==> src/sv/rcfs_pkg.sv <==
// Shared types and constants for the RGB color fade sequencer.
// No dependencies; imported by rcfs_ctrl, rcfs_dp and the top level.
package rcfs_pkg;

    localparam int CH_W       = 8;          // bits per color channel
    localparam int COLOR_W    = 3 * CH_W;   // red | green | blue
    localparam int PAL_REGS   = 4;          // palette registers that exist
    localparam int MODE_W     = 2;
    localparam int COUNT_W    = 3;
    localparam int PERIOD_W   = 16;
    localparam int WAIT_W     = 20;         // holds 10 * 65535 - 1
    localparam int CFG_IDX_W  = 3;
    localparam int CFG_DATA_W = 24;
    localparam int IN_DATA_W  = 8;
    localparam int OUT_DATA_W = 32;

    localparam logic [COUNT_W-1:0]  COUNT_RESET  = 3'd1;
    localparam logic [PERIOD_W-1:0] PERIOD_RESET = 16'd10;

    localparam logic [MODE_W-1:0] MODE_STATIC = 2'd0;
    localparam logic [MODE_W-1:0] MODE_FADE   = 2'd1;
    localparam logic [MODE_W-1:0] MODE_JUMP   = 2'd2;

    localparam logic [CFG_IDX_W-1:0] CFG_MODE   = 3'd0;
    localparam logic [CFG_IDX_W-1:0] CFG_COUNT  = 3'd1;
    localparam logic [CFG_IDX_W-1:0] CFG_PERIOD = 3'd2;
    localparam logic [CFG_IDX_W-1:0] CFG_PAL0   = 3'd3;
    localparam logic [CFG_IDX_W-1:0] CFG_PAL1   = 3'd4;
    localparam logic [CFG_IDX_W-1:0] CFG_PAL2   = 3'd5;
    localparam logic [CFG_IDX_W-1:0] CFG_PAL3   = 3'd6;

    typedef enum logic [1:0] {
        ST_IDLE,
        ST_EVAL,
        ST_SEARCH,
        ST_EMIT
    } t_state;

    typedef enum logic [2:0] {
        CMD_NONE,
        CMD_LOAD,
        CMD_REWIND,
        CMD_HOLD,
        CMD_STATIC,
        CMD_JUMP,
        CMD_SEARCH_INIT,
        CMD_SEARCH_STEP
    } t_dp_cmd;

    typedef struct packed {
        logic              run;
        logic [MODE_W-1:0] mode;
        logic              hold;         // started and wait count nonzero
        logic              search_hit;   // current pair differs
        logic              search_last;  // last allowed try
    } t_dp_stat;

endpackage

==> src/sv/rcfs_ctrl.sv <==
// Controller state machine for the RGB color fade sequencer.
// Depends on rcfs_pkg; drives rcfs_dp through t_dp_cmd, reads t_dp_stat.
module rcfs_ctrl
    import rcfs_pkg::*;
(
    input  logic     i_clk,
    input  logic     i_rst_n,
    input  logic     i_in_valid,
    input  logic     i_out_free,
    input  t_dp_stat i_stat,
    output logic     o_in_ready,
    output logic     o_emit,
    output t_dp_cmd  o_cmd
);

    t_state r_state;
    t_state n_state;

    always_ff @(posedge i_clk) begin
        if (!i_rst_n) begin
            r_state <= ST_IDLE;
        end else begin
            r_state <= n_state;
        end
    end

    always_comb begin
        n_state    = r_state;
        o_cmd      = CMD_NONE;
        o_in_ready = 1'b0;
        o_emit     = 1'b0;
        unique case (r_state)
            ST_IDLE: begin
                o_in_ready = 1'b1;
                if (i_in_valid) begin
                    o_cmd   = CMD_LOAD;
                    n_state = ST_EVAL;
                end
            end
            ST_EVAL: begin
                n_state = ST_EMIT;
                if (!i_stat.run) begin
                    o_cmd = CMD_REWIND;
                end else begin
                    unique case (i_stat.mode)
                        MODE_FADE: begin
                            if (i_stat.hold) begin
                                o_cmd = CMD_HOLD;
                            end else begin
                                o_cmd   = CMD_SEARCH_INIT;
                                n_state = ST_SEARCH;
                            end
                        end
                        MODE_JUMP: begin
                            o_cmd = i_stat.hold ? CMD_HOLD : CMD_JUMP;
                        end
                        default: begin
                            o_cmd = CMD_STATIC;   // unused code runs as static
                        end
                    endcase
                end
            end
            ST_SEARCH: begin
                o_cmd = CMD_SEARCH_STEP;
                if (i_stat.search_hit || i_stat.search_last) begin
                    n_state = ST_EMIT;
                end
            end
            ST_EMIT: begin
                o_emit = i_out_free;
                if (i_out_free) begin
                    n_state = ST_IDLE;
                end
            end
            default: begin
                n_state = ST_IDLE;
            end
        endcase
    end

endmodule

==> src/sv/rcfs_dp.sv <==
// Datapath for the RGB color fade sequencer: config registers, sequence
// state and the one-try-per-cycle pair search. Depends on rcfs_pkg.
module rcfs_dp
    import rcfs_pkg::*;
#(
    parameter int PALETTE_SIZE = 4
) (
    input  logic                  i_clk,
    input  logic                  i_rst_n,
    input  logic                  i_cfg_we,
    input  logic [CFG_IDX_W-1:0]  i_cfg_addr,
    input  logic [CFG_DATA_W-1:0] i_cfg_wdata,
    input  logic                  i_run,
    input  t_dp_cmd               i_cmd,
    output t_dp_stat              o_stat,
    output logic [COLOR_W-1:0]    o_color,
    output logic                  o_changed
);

    localparam int IDX_W = (PALETTE_SIZE > 1) ? $clog2(PALETTE_SIZE) : 1;
    localparam int CNT_W = $clog2(PALETTE_SIZE + 1);
    // wide enough to hold PAL_REGS for the range compare
    localparam int PIW   = (IDX_W > 3) ? IDX_W : 3;

    // config
    logic [MODE_W-1:0]   r_mode;
    logic [COUNT_W-1:0]  r_count;
    logic [PERIOD_W-1:0] r_period;
    logic [COLOR_W-1:0]  r_pal [PAL_REGS];

    // sequence state
    logic [COLOR_W-1:0] r_shown;
    logic [IDX_W-1:0]   r_pair;
    logic [WAIT_W-1:0]  r_wait;
    logic               r_started;
    logic               r_run;
    logic               r_changed;

    // search state
    logic [COLOR_W-1:0] r_cur;
    logic [IDX_W-1:0]   r_sidx;
    logic [CNT_W-1:0]   r_tries;

    logic [COUNT_W-1:0]  n3;
    logic [CNT_W-1:0]    n_used;
    logic [IDX_W-1:0]    pair_clamped;
    logic [IDX_W-1:0]    sidx_next;
    logic [CNT_W-1:0]    sidx_p1;
    logic [IDX_W-1:0]    jump_next;
    logic [CNT_W-1:0]    jump_p1;
    logic [COLOR_W-1:0]  tgt;
    logic [COLOR_W-1:0]  pal0;
    logic [COLOR_W-1:0]  jump_color;
    logic [PERIOD_W-1:0] period_eff;
    logic [WAIT_W-1:0]   pe_w;
    logic [WAIT_W-1:0]   fade_wait;
    logic [WAIT_W-1:0]   jump_wait;
    logic [IDX_W-1:0]    jump_idx;

    function automatic logic [COLOR_W-1:0] pal_at(input logic [IDX_W-1:0] idx);
        logic [PIW-1:0]     ext;
        logic [COLOR_W-1:0] v;
        ext = PIW'(idx);
        v   = '0;
        if (ext < PIW'(PAL_REGS)) begin
            v = r_pal[ext[1:0]];
        end
        return v;
    endfunction

    function automatic logic [COLOR_W-1:0] step_toward(
        input logic [COLOR_W-1:0] cur,
        input logic [COLOR_W-1:0] dst
    );
        logic [COLOR_W-1:0] res;
        logic [CH_W-1:0]    a;
        logic [CH_W-1:0]    b;
        res = '0;
        for (int k = 0; k < 3; k++) begin
            a = cur[k*CH_W +: CH_W];
            b = dst[k*CH_W +: CH_W];
            if (a > b) begin
                a = a - CH_W'(1);
            end else if (a < b) begin
                a = a + CH_W'(1);
            end
            res[k*CH_W +: CH_W] = a;
        end
        return res;
    endfunction

    always_comb begin
        // effective color count: zero means one, clamp to palette size
        if (r_count == '0) begin
            n3 = COUNT_W'(1);
        end else if (r_count > COUNT_W'(PALETTE_SIZE)) begin
            n3 = COUNT_W'(PALETTE_SIZE);
        end else begin
            n3 = r_count;
        end
        n_used = CNT_W'(n3);

        pair_clamped = (CNT_W'(r_pair) >= n_used) ? '0 : r_pair;

        sidx_p1   = CNT_W'(r_sidx) + CNT_W'(1);
        sidx_next = (sidx_p1 >= n_used) ? '0 : IDX_W'(sidx_p1);
        tgt       = pal_at(sidx_next);

        jump_idx   = r_started ? pair_clamped : '0;
        jump_p1    = CNT_W'(jump_idx) + CNT_W'(1);
        jump_next  = (jump_p1 >= n_used) ? '0 : IDX_W'(jump_p1);
        jump_color = pal_at(jump_idx);
        pal0       = pal_at('0);

        period_eff = (r_period == '0) ? PERIOD_W'(1) : r_period;
        pe_w       = WAIT_W'(period_eff);
        fade_wait  = pe_w - WAIT_W'(1);
        jump_wait  = (pe_w << 3) + (pe_w << 1) - WAIT_W'(1);   // 10x period
    end

    assign o_stat.run         = r_run;
    assign o_stat.mode        = r_mode;
    assign o_stat.hold        = r_started && (r_wait != '0);
    assign o_stat.search_hit  = (r_cur != tgt);
    assign o_stat.search_last = ((r_tries + CNT_W'(1)) == n_used);

    assign o_color   = r_shown;
    assign o_changed = r_changed;

    always_ff @(posedge i_clk) begin
        if (!i_rst_n) begin
            r_mode    <= MODE_STATIC;
            r_count   <= COUNT_RESET;
            r_period  <= PERIOD_RESET;
            for (int i = 0; i < PAL_REGS; i++) begin
                r_pal[i] <= '0;
            end
            r_shown   <= '0;
            r_pair    <= '0;
            r_wait    <= '0;
            r_started <= 1'b0;
            r_run     <= 1'b0;
            r_changed <= 1'b0;
        end else begin
            case (i_cmd)
                CMD_LOAD: begin
                    r_run <= i_run;
                end
                CMD_REWIND: begin
                    r_pair    <= '0;
                    r_wait    <= '0;
                    r_started <= 1'b0;
                    r_changed <= 1'b0;
                end
                CMD_HOLD: begin
                    r_wait    <= r_wait - WAIT_W'(1);
                    r_pair    <= pair_clamped;
                    r_changed <= 1'b0;
                end
                CMD_STATIC: begin
                    r_changed <= !r_started || (r_shown != pal0);
                    r_shown   <= pal0;
                    r_started <= 1'b1;
                    r_pair    <= '0;
                    r_wait    <= '0;
                end
                CMD_JUMP: begin
                    r_shown   <= jump_color;
                    r_pair    <= jump_next;
                    r_wait    <= jump_wait;
                    r_started <= 1'b1;
                    r_changed <= 1'b1;
                end
                CMD_SEARCH_INIT: begin
                    r_pair <= pair_clamped;
                end
                CMD_SEARCH_STEP: begin
                    if (o_stat.search_hit) begin
                        r_shown   <= step_toward(r_cur, tgt);
                        r_pair    <= r_sidx;
                        r_started <= 1'b1;
                        r_wait    <= fade_wait;
                        r_changed <= 1'b1;
                    end else if (o_stat.search_last) begin
                        // every pair equal: nothing shown, stay unstarted
                        r_pair    <= '0;
                        r_wait    <= '0;
                        r_started <= 1'b0;
                        r_changed <= 1'b0;
                    end
                end
                default: begin
                end
            endcase

            if (i_cfg_we) begin
                unique case (i_cfg_addr)
                    CFG_MODE: begin
                        r_mode    <= i_cfg_wdata[MODE_W-1:0];
                        r_pair    <= '0;
                        r_wait    <= '0;
                        r_started <= 1'b0;
                    end
                    CFG_COUNT:  r_count  <= i_cfg_wdata[COUNT_W-1:0];
                    CFG_PERIOD: r_period <= i_cfg_wdata[PERIOD_W-1:0];
                    CFG_PAL0:   r_pal[0] <= i_cfg_wdata[COLOR_W-1:0];
                    CFG_PAL1:   r_pal[1] <= i_cfg_wdata[COLOR_W-1:0];
                    CFG_PAL2:   r_pal[2] <= i_cfg_wdata[COLOR_W-1:0];
                    CFG_PAL3:   r_pal[3] <= i_cfg_wdata[COLOR_W-1:0];
                    default: begin
                    end
                endcase
            end
        end
    end

    // search registers carry no reset
    always_ff @(posedge i_clk) begin
        if (i_cmd == CMD_SEARCH_INIT) begin
            r_cur   <= r_started ? r_shown : pal0;
            r_sidx  <= r_started ? pair_clamped : '0;
            r_tries <= '0;
        end else if (i_cmd == CMD_SEARCH_STEP && !o_stat.search_hit) begin
            r_cur   <= tgt;
            r_sidx  <= sidx_next;
            r_tries <= r_tries + CNT_W'(1);
        end
    end

endmodule

==> src/sv/rgb_color_fade_sequencer_core.sv <==
// Top level of the RGB color fade sequencer: controller, datapath and
// the output register stage. Depends on rcfs_pkg, rcfs_ctrl, rcfs_dp.
//
//  channel   | direction | transaction carries
//  ----------+-----------+---------------------------------------------
//  s_axis_*  | in        | one tick: run_enable
//  m_axis_*  | out       | one result per tick: duty values, changed
//  i_cfg_*   | in        | register write, no wait, no read-back
//
// A tick passes through accept, evaluate and emit steps plus, in fade mode when a new step
// is due, one search step per palette pair tried (one pair a cycle), up to PALETTE_SIZE pairs.
// Reset is synchronous, active low; all config registers return to their reset
// values and the sequence rewinds.
// The output register lets the next tick be taken while a result waits; a stalled
// result holds the core in its emit step.
module rgb_color_fade_sequencer_core
    import rcfs_pkg::*;
#(
    parameter int PALETTE_SIZE = 4
) (
    input  logic                  i_clk,
    input  logic                  i_rst_n,
    // config write port
    input  logic                  i_cfg_we,
    input  logic [CFG_IDX_W-1:0]  i_cfg_addr,
    input  logic [CFG_DATA_W-1:0] i_cfg_wdata,
    // tick input
    input  logic                  s_axis_tvalid,
    output logic                  s_axis_tready,
    input  logic [IN_DATA_W-1:0]  s_axis_tdata,   // [0] run_enable, [7:1] zero
    // duty output
    output logic                  m_axis_tvalid,
    input  logic                  m_axis_tready,
    output logic [OUT_DATA_W-1:0] m_axis_tdata    // [7:0] duty_red,
                                                  // [15:8] duty_green,
                                                  // [23:16] duty_blue,
                                                  // [24] duty_changed,
                                                  // [31:25] zero
);

    t_dp_stat           stat;
    t_dp_cmd            cmd;
    logic               emit;
    logic               out_free;
    logic [COLOR_W-1:0] color;
    logic               changed;

    logic                  r_m_valid;
    logic [OUT_DATA_W-1:0] r_m_data;

    // output slot is free when empty or being drained this cycle
    assign out_free = !r_m_valid || m_axis_tready;

    rcfs_ctrl u_ctrl (
        .i_clk      (i_clk),
        .i_rst_n    (i_rst_n),
        .i_in_valid (s_axis_tvalid),
        .i_out_free (out_free),
        .i_stat     (stat),
        .o_in_ready (s_axis_tready),
        .o_emit     (emit),
        .o_cmd      (cmd)
    );

    rcfs_dp #(
        .PALETTE_SIZE (PALETTE_SIZE)
    ) u_dp (
        .i_clk       (i_clk),
        .i_rst_n     (i_rst_n),
        .i_cfg_we    (i_cfg_we),
        .i_cfg_addr  (i_cfg_addr),
        .i_cfg_wdata (i_cfg_wdata),
        .i_run       (s_axis_tdata[0]),
        .i_cmd       (cmd),
        .o_stat      (stat),
        .o_color     (color),
        .o_changed   (changed)
    );

    always_ff @(posedge i_clk) begin
        if (!i_rst_n) begin
            r_m_valid <= 1'b0;
        end else if (emit) begin
            r_m_valid <= 1'b1;
        end else if (m_axis_tready) begin
            r_m_valid <= 1'b0;
        end
    end

    // red is the top channel of the color word, sent first
    always_ff @(posedge i_clk) begin
        if (emit) begin
            r_m_data <= OUT_DATA_W'({changed,
                                     color[CH_W-1:0],
                                     color[2*CH_W-1:CH_W],
                                     color[3*CH_W-1:2*CH_W]});
        end
    end

    assign m_axis_tvalid = r_m_valid;
    assign m_axis_tdata  = r_m_data;

endmodule

==> config.mk <==
export PLATFORM = sky130hd
export DESIGN_NAME = rgb_color_fade_sequencer_core
export DESIGN_NICKNAME = d
export VERILOG_FILES = /design/src/sv/rcfs_pkg.sv /design/src/sv/rcfs_ctrl.sv /design/src/sv/rcfs_dp.sv /design/src/sv/rgb_color_fade_sequencer_core.sv
export SDC_FILE = /design/constraint.sdc
export NUM_CORES = 1
export LEC_CHECK = 0
export ABC_CLOCK_PERIOD_IN_PS = 7900
export CAP_MARGIN = 10
export CORE_MARGIN = 2
export CORE_UTILIZATION = 35
export CTS_BUF_LIST = sky130_fd_sc_hd__clkbuf_8
export CTS_CLUSTER_DIAMETER = 120
export DETAILED_ROUTE_END_ITERATION = 8
export DONT_BUFFER_PORTS = 1
export GPL_TIMING_DRIVEN = 0
export PLACE_DENSITY = 0.56
export SLEW_MARGIN = 10
export SYNTH_ARGS = -nofsm -noshare
export SYNTH_HDL_FRONTEND = slang
export SYNTH_SLANG_ARGS = --single-unit
==> constraint.sdc <==
create_clock -name i_clk -period 7.9 [get_ports i_clk]
set_clock_uncertainty 0.15 [all_clocks]
set_input_delay 0.395 -clock i_clk [delete_from_list [all_inputs] [get_ports i_clk]]
set_output_delay 0.395 -clock i_clk [all_outputs]
set_load 0.03 [all_outputs]
==> impl_metrics.json <==
{
  "synth_area_per_cell_um2": 9.39,
  "drv_slew": 0,
  "die_width_um": 208,
  "coreArea_um2": 40900,
  "required_ns": 8.30,
  "startpoint": "u_dp.r_count[2]",
  "cts_hold_buf": 33,
  "r2r-end": "u_dp.r_wait[0]",
  "grt_pass1_wl_um": 70300,
  "grt_pass1_vias": 12015,
  "drt_wl_total_um": 45600,
  "drt-vias-per-instance": 5.54,
  "fin_crit_sh_pct": 85.9,
  "drv_cap": 0,
  "r2r_slack_ns": 1.12,
  "ios": 74,
  "synth_edf_count": 147,
  "die_area_um2": 43200,
  "powerDensity_nw_per_um2": 302,
  "cp-start-kind": "register",
  "cts_resized": 0,
  "ys_warn_count": 0,
  "grt_overflow": 0,
  "finalWeightedCongestion": 0.901,
  "ys_seq_area_share_pct": 40.8,
  "syn_inst": 1549,
  "finalSetupViolCount": 0,
  "reg2reg_depth": 22,
  "crit_type": "register to register",
  "via_count": 12197,
  "drt_pass1_iterations": 5,
  "rows": 74,
  "die_y_um": 208,
  "cts.path.max_buffers": 3,
  "slew_headroom_pct": 22.8,
  "ys_types": 71,
  "leakagePower_uw": 0.00626,
  "synth_flop_cell": "edfxtp_1",
  "rsz0062_at_grt": "no",
  "hold_viol": 0,
  "ys_top_cells_by_area": "edfxtp_1 (30%), dfxtp_1 (10%), ha_1 (7.1%), mux2i_1 (4.5%), and2_1 (4.2%)",
  "final.setup.tns_ns": 0,
  "ant_nets": 0,
  "synth_common_cells": "edfxtp_1 (147), nand2_1 (128), a21oi_1 (119)",
  "drtIter0Drc": 1004,
  "cts_root_buf": "clkbuf_8",
  "min_to": "u_dp.o_color[5]",
  "fin_util_pct": 40.4,
  "netlist.area_leader.share_pct": 30.4,
  "placed_cell_area_um2": 15300,
  "worstPathArrival_ns": 7.18,
  "synth_seq_cells": 223,
  "final_area_um2": 16500,
  "synth_area_um2": 14500,
  "min_period_ns": 6.78,
  "yosysMostFrequentCell": "edfxtp_1",
  "antenna_found_initial": 1,
  "holdWs_ns": 0.0697,
  "fmax_ghz": 0.147,
  "numCtsBuffers": 42,
  "wl_per_cell_um": 20.7,
  "syn2layout_area_growth_pct": 13.8,
  "ir_worst_vdd_mv": 0.146,
  "p_total_uw": 4990,
  "hp-start": "i_rst_n",
  "status": "complete, no violations",
  "clk_latency_ns": 0.62,
  "min_path_type": "primary input to register",
  "worst_pin_slew_ns": 1.16,
  "grt_use_total_pct": 20.9,
  "drive_above_1_share_pct": 8.45,
  "htree_num_levels": 2,
  "cts_sinks": 223,
  "hpwl_um": 34800,
  "drc": 0,
  "cts_tree": "yes",
  "n_fill_cell": 4071,
  "nNetsFinal": 1758,
  "start_util_pct": 35.5,
  "clk_pin_slew_ns": 0.07,
  "r2r_start": "u_dp.r_count[2]",
  "grt_max_degree": 27,
  "cts_setup_buffers": 0,
  "whs_path_depth": 3,
  "crit_fanout": 10,
  "yosysTopAreaCell": "edfxtp_1",
  "async_flop_share_pct": 0,
  "port_buffers": 0,
  "cp-end-kind": "register"
}
-- kinds of logic after synthesis --
kind of cell,count (synthesis),synth area share [%]
adders and majority gates,83,7.20
buffers and inverters,168,4.57
xor gates and xnor gates,77,4.64
muxes,110,7.95
DFF,223,40.8
and+or+nand+nor,485,17.1
other,1,0.0258
AOI/OAI and AO/OA,402,17.7
-- layout make-up --
| type | instances | area (um^2) | share of cell area, % |
|---|---|---|---|
| multi-input cells | 1164 | 8010 | 48.4 |
| flip-flops and latches | 223 | 5940 | 35.9 |
| well taps | 532 | 666 | 4.02 |
| clock buffers | 46 | 633 | 3.83 |
| repair buffers | 36 | 393 | 2.38 |
| plain buffers | 89 | 368 | 2.22 |
| inverters | 79 | 297 | 1.79 |
| clock inverters | 32 | 233 | 1.41 |
| diodes | 2 | 5.00 | 0.0303 |
-- flip-flops by register name (all words and copies together), names as in the netlist --
signal	count
u_dp.r_pal	96
u_dp.r_mode	2
u_dp.r_wait	20
u_dp.o_changed	1
m_axis_tdata	25
u_ctrl.r_state	2
u_dp.o_color	24
m_axis_tvalid	1
u_dp.r_started	1
u_dp.r_sidx	2
u_dp.r_pair	2
u_dp.r_run	1
u_dp.r_tries	3
u_dp.r_cur	24
u_dp.r_count	3
u_dp.r_period	16
-- stage by stage --
step	instances	worst slack [ns]
2_1_floorplan	1555	2.82
3_3_place_gp	2087	1.29
3_5_place_dp	2090	1.27
4_1_cts	2201	1.18
5_1_grt	2202	0.759
6_report	2203	1.12
-- report_power, final --
part	internal, uW	switching, uW
sequential	1480	237
combinational	726	1360
clock	643	546
total	2850	2140
-- cell usage in the layout (no fill, tap or decap), types with 74 or more instances in the layout --
cell type,Yosys,layout
a21oi_1,119,119
clkbuf_1,74,74
nand2_1,128,128
dfxtp_1,76,76
and2_1,97,97
ha_1,82,82
inv_1,77,84
edfxtp_1,147,147
nor2_1,80,80
o21ai_0,93,91
-- worst max-delay path: stages (launching register included) --
cell      delay, ns
dfxtp_1        0.31
clkbuf_1       0.27
nor2_1         0.17
ha_1           0.31
nand2b_1       0.14
a21o_1         0.18
a21oi_1        0.23
nor2b_1        0.17
clkbuf_1       0.40
clkbuf_1       0.71
mux2i_1        0.16
nand2_1        0.09
o21ai_0        0.27
ha_1           0.44
nand4_1        0.18
or2_2          0.41
nor3_1         0.88
and4_1         0.30
buf_2          0.22
nand2b_1       0.19
buf_4          0.24
a221oi_1       0.11
nor2_1         0.14
-- worst max-delay path by stage --
| stage | endpoint | slack [ns] |
|---|---|---|
| finish | u_dp.r_wait[0] | 1.12 |
| global route | u_dp.r_wait[10] | 0.76 |
| CTS | u_dp.r_wait[12] | 1.18 |
| detailed placement | u_dp.r_wait[12] | 1.27 |
| global placement | u_dp.r_wait[12] | 1.29 |
| floorplan | u_dp.r_wait[18] | 2.82 |
-- routing by layer --
metal / part of all wire, % / track usage, %
met1: 46 / 29.2
met2: 44 / 32.5
met3: 6.6 / 3.93
met4: 3.2 / 7.24
met5: 0 / 0
No activity file was read; power rests on OpenSTA's default activity.
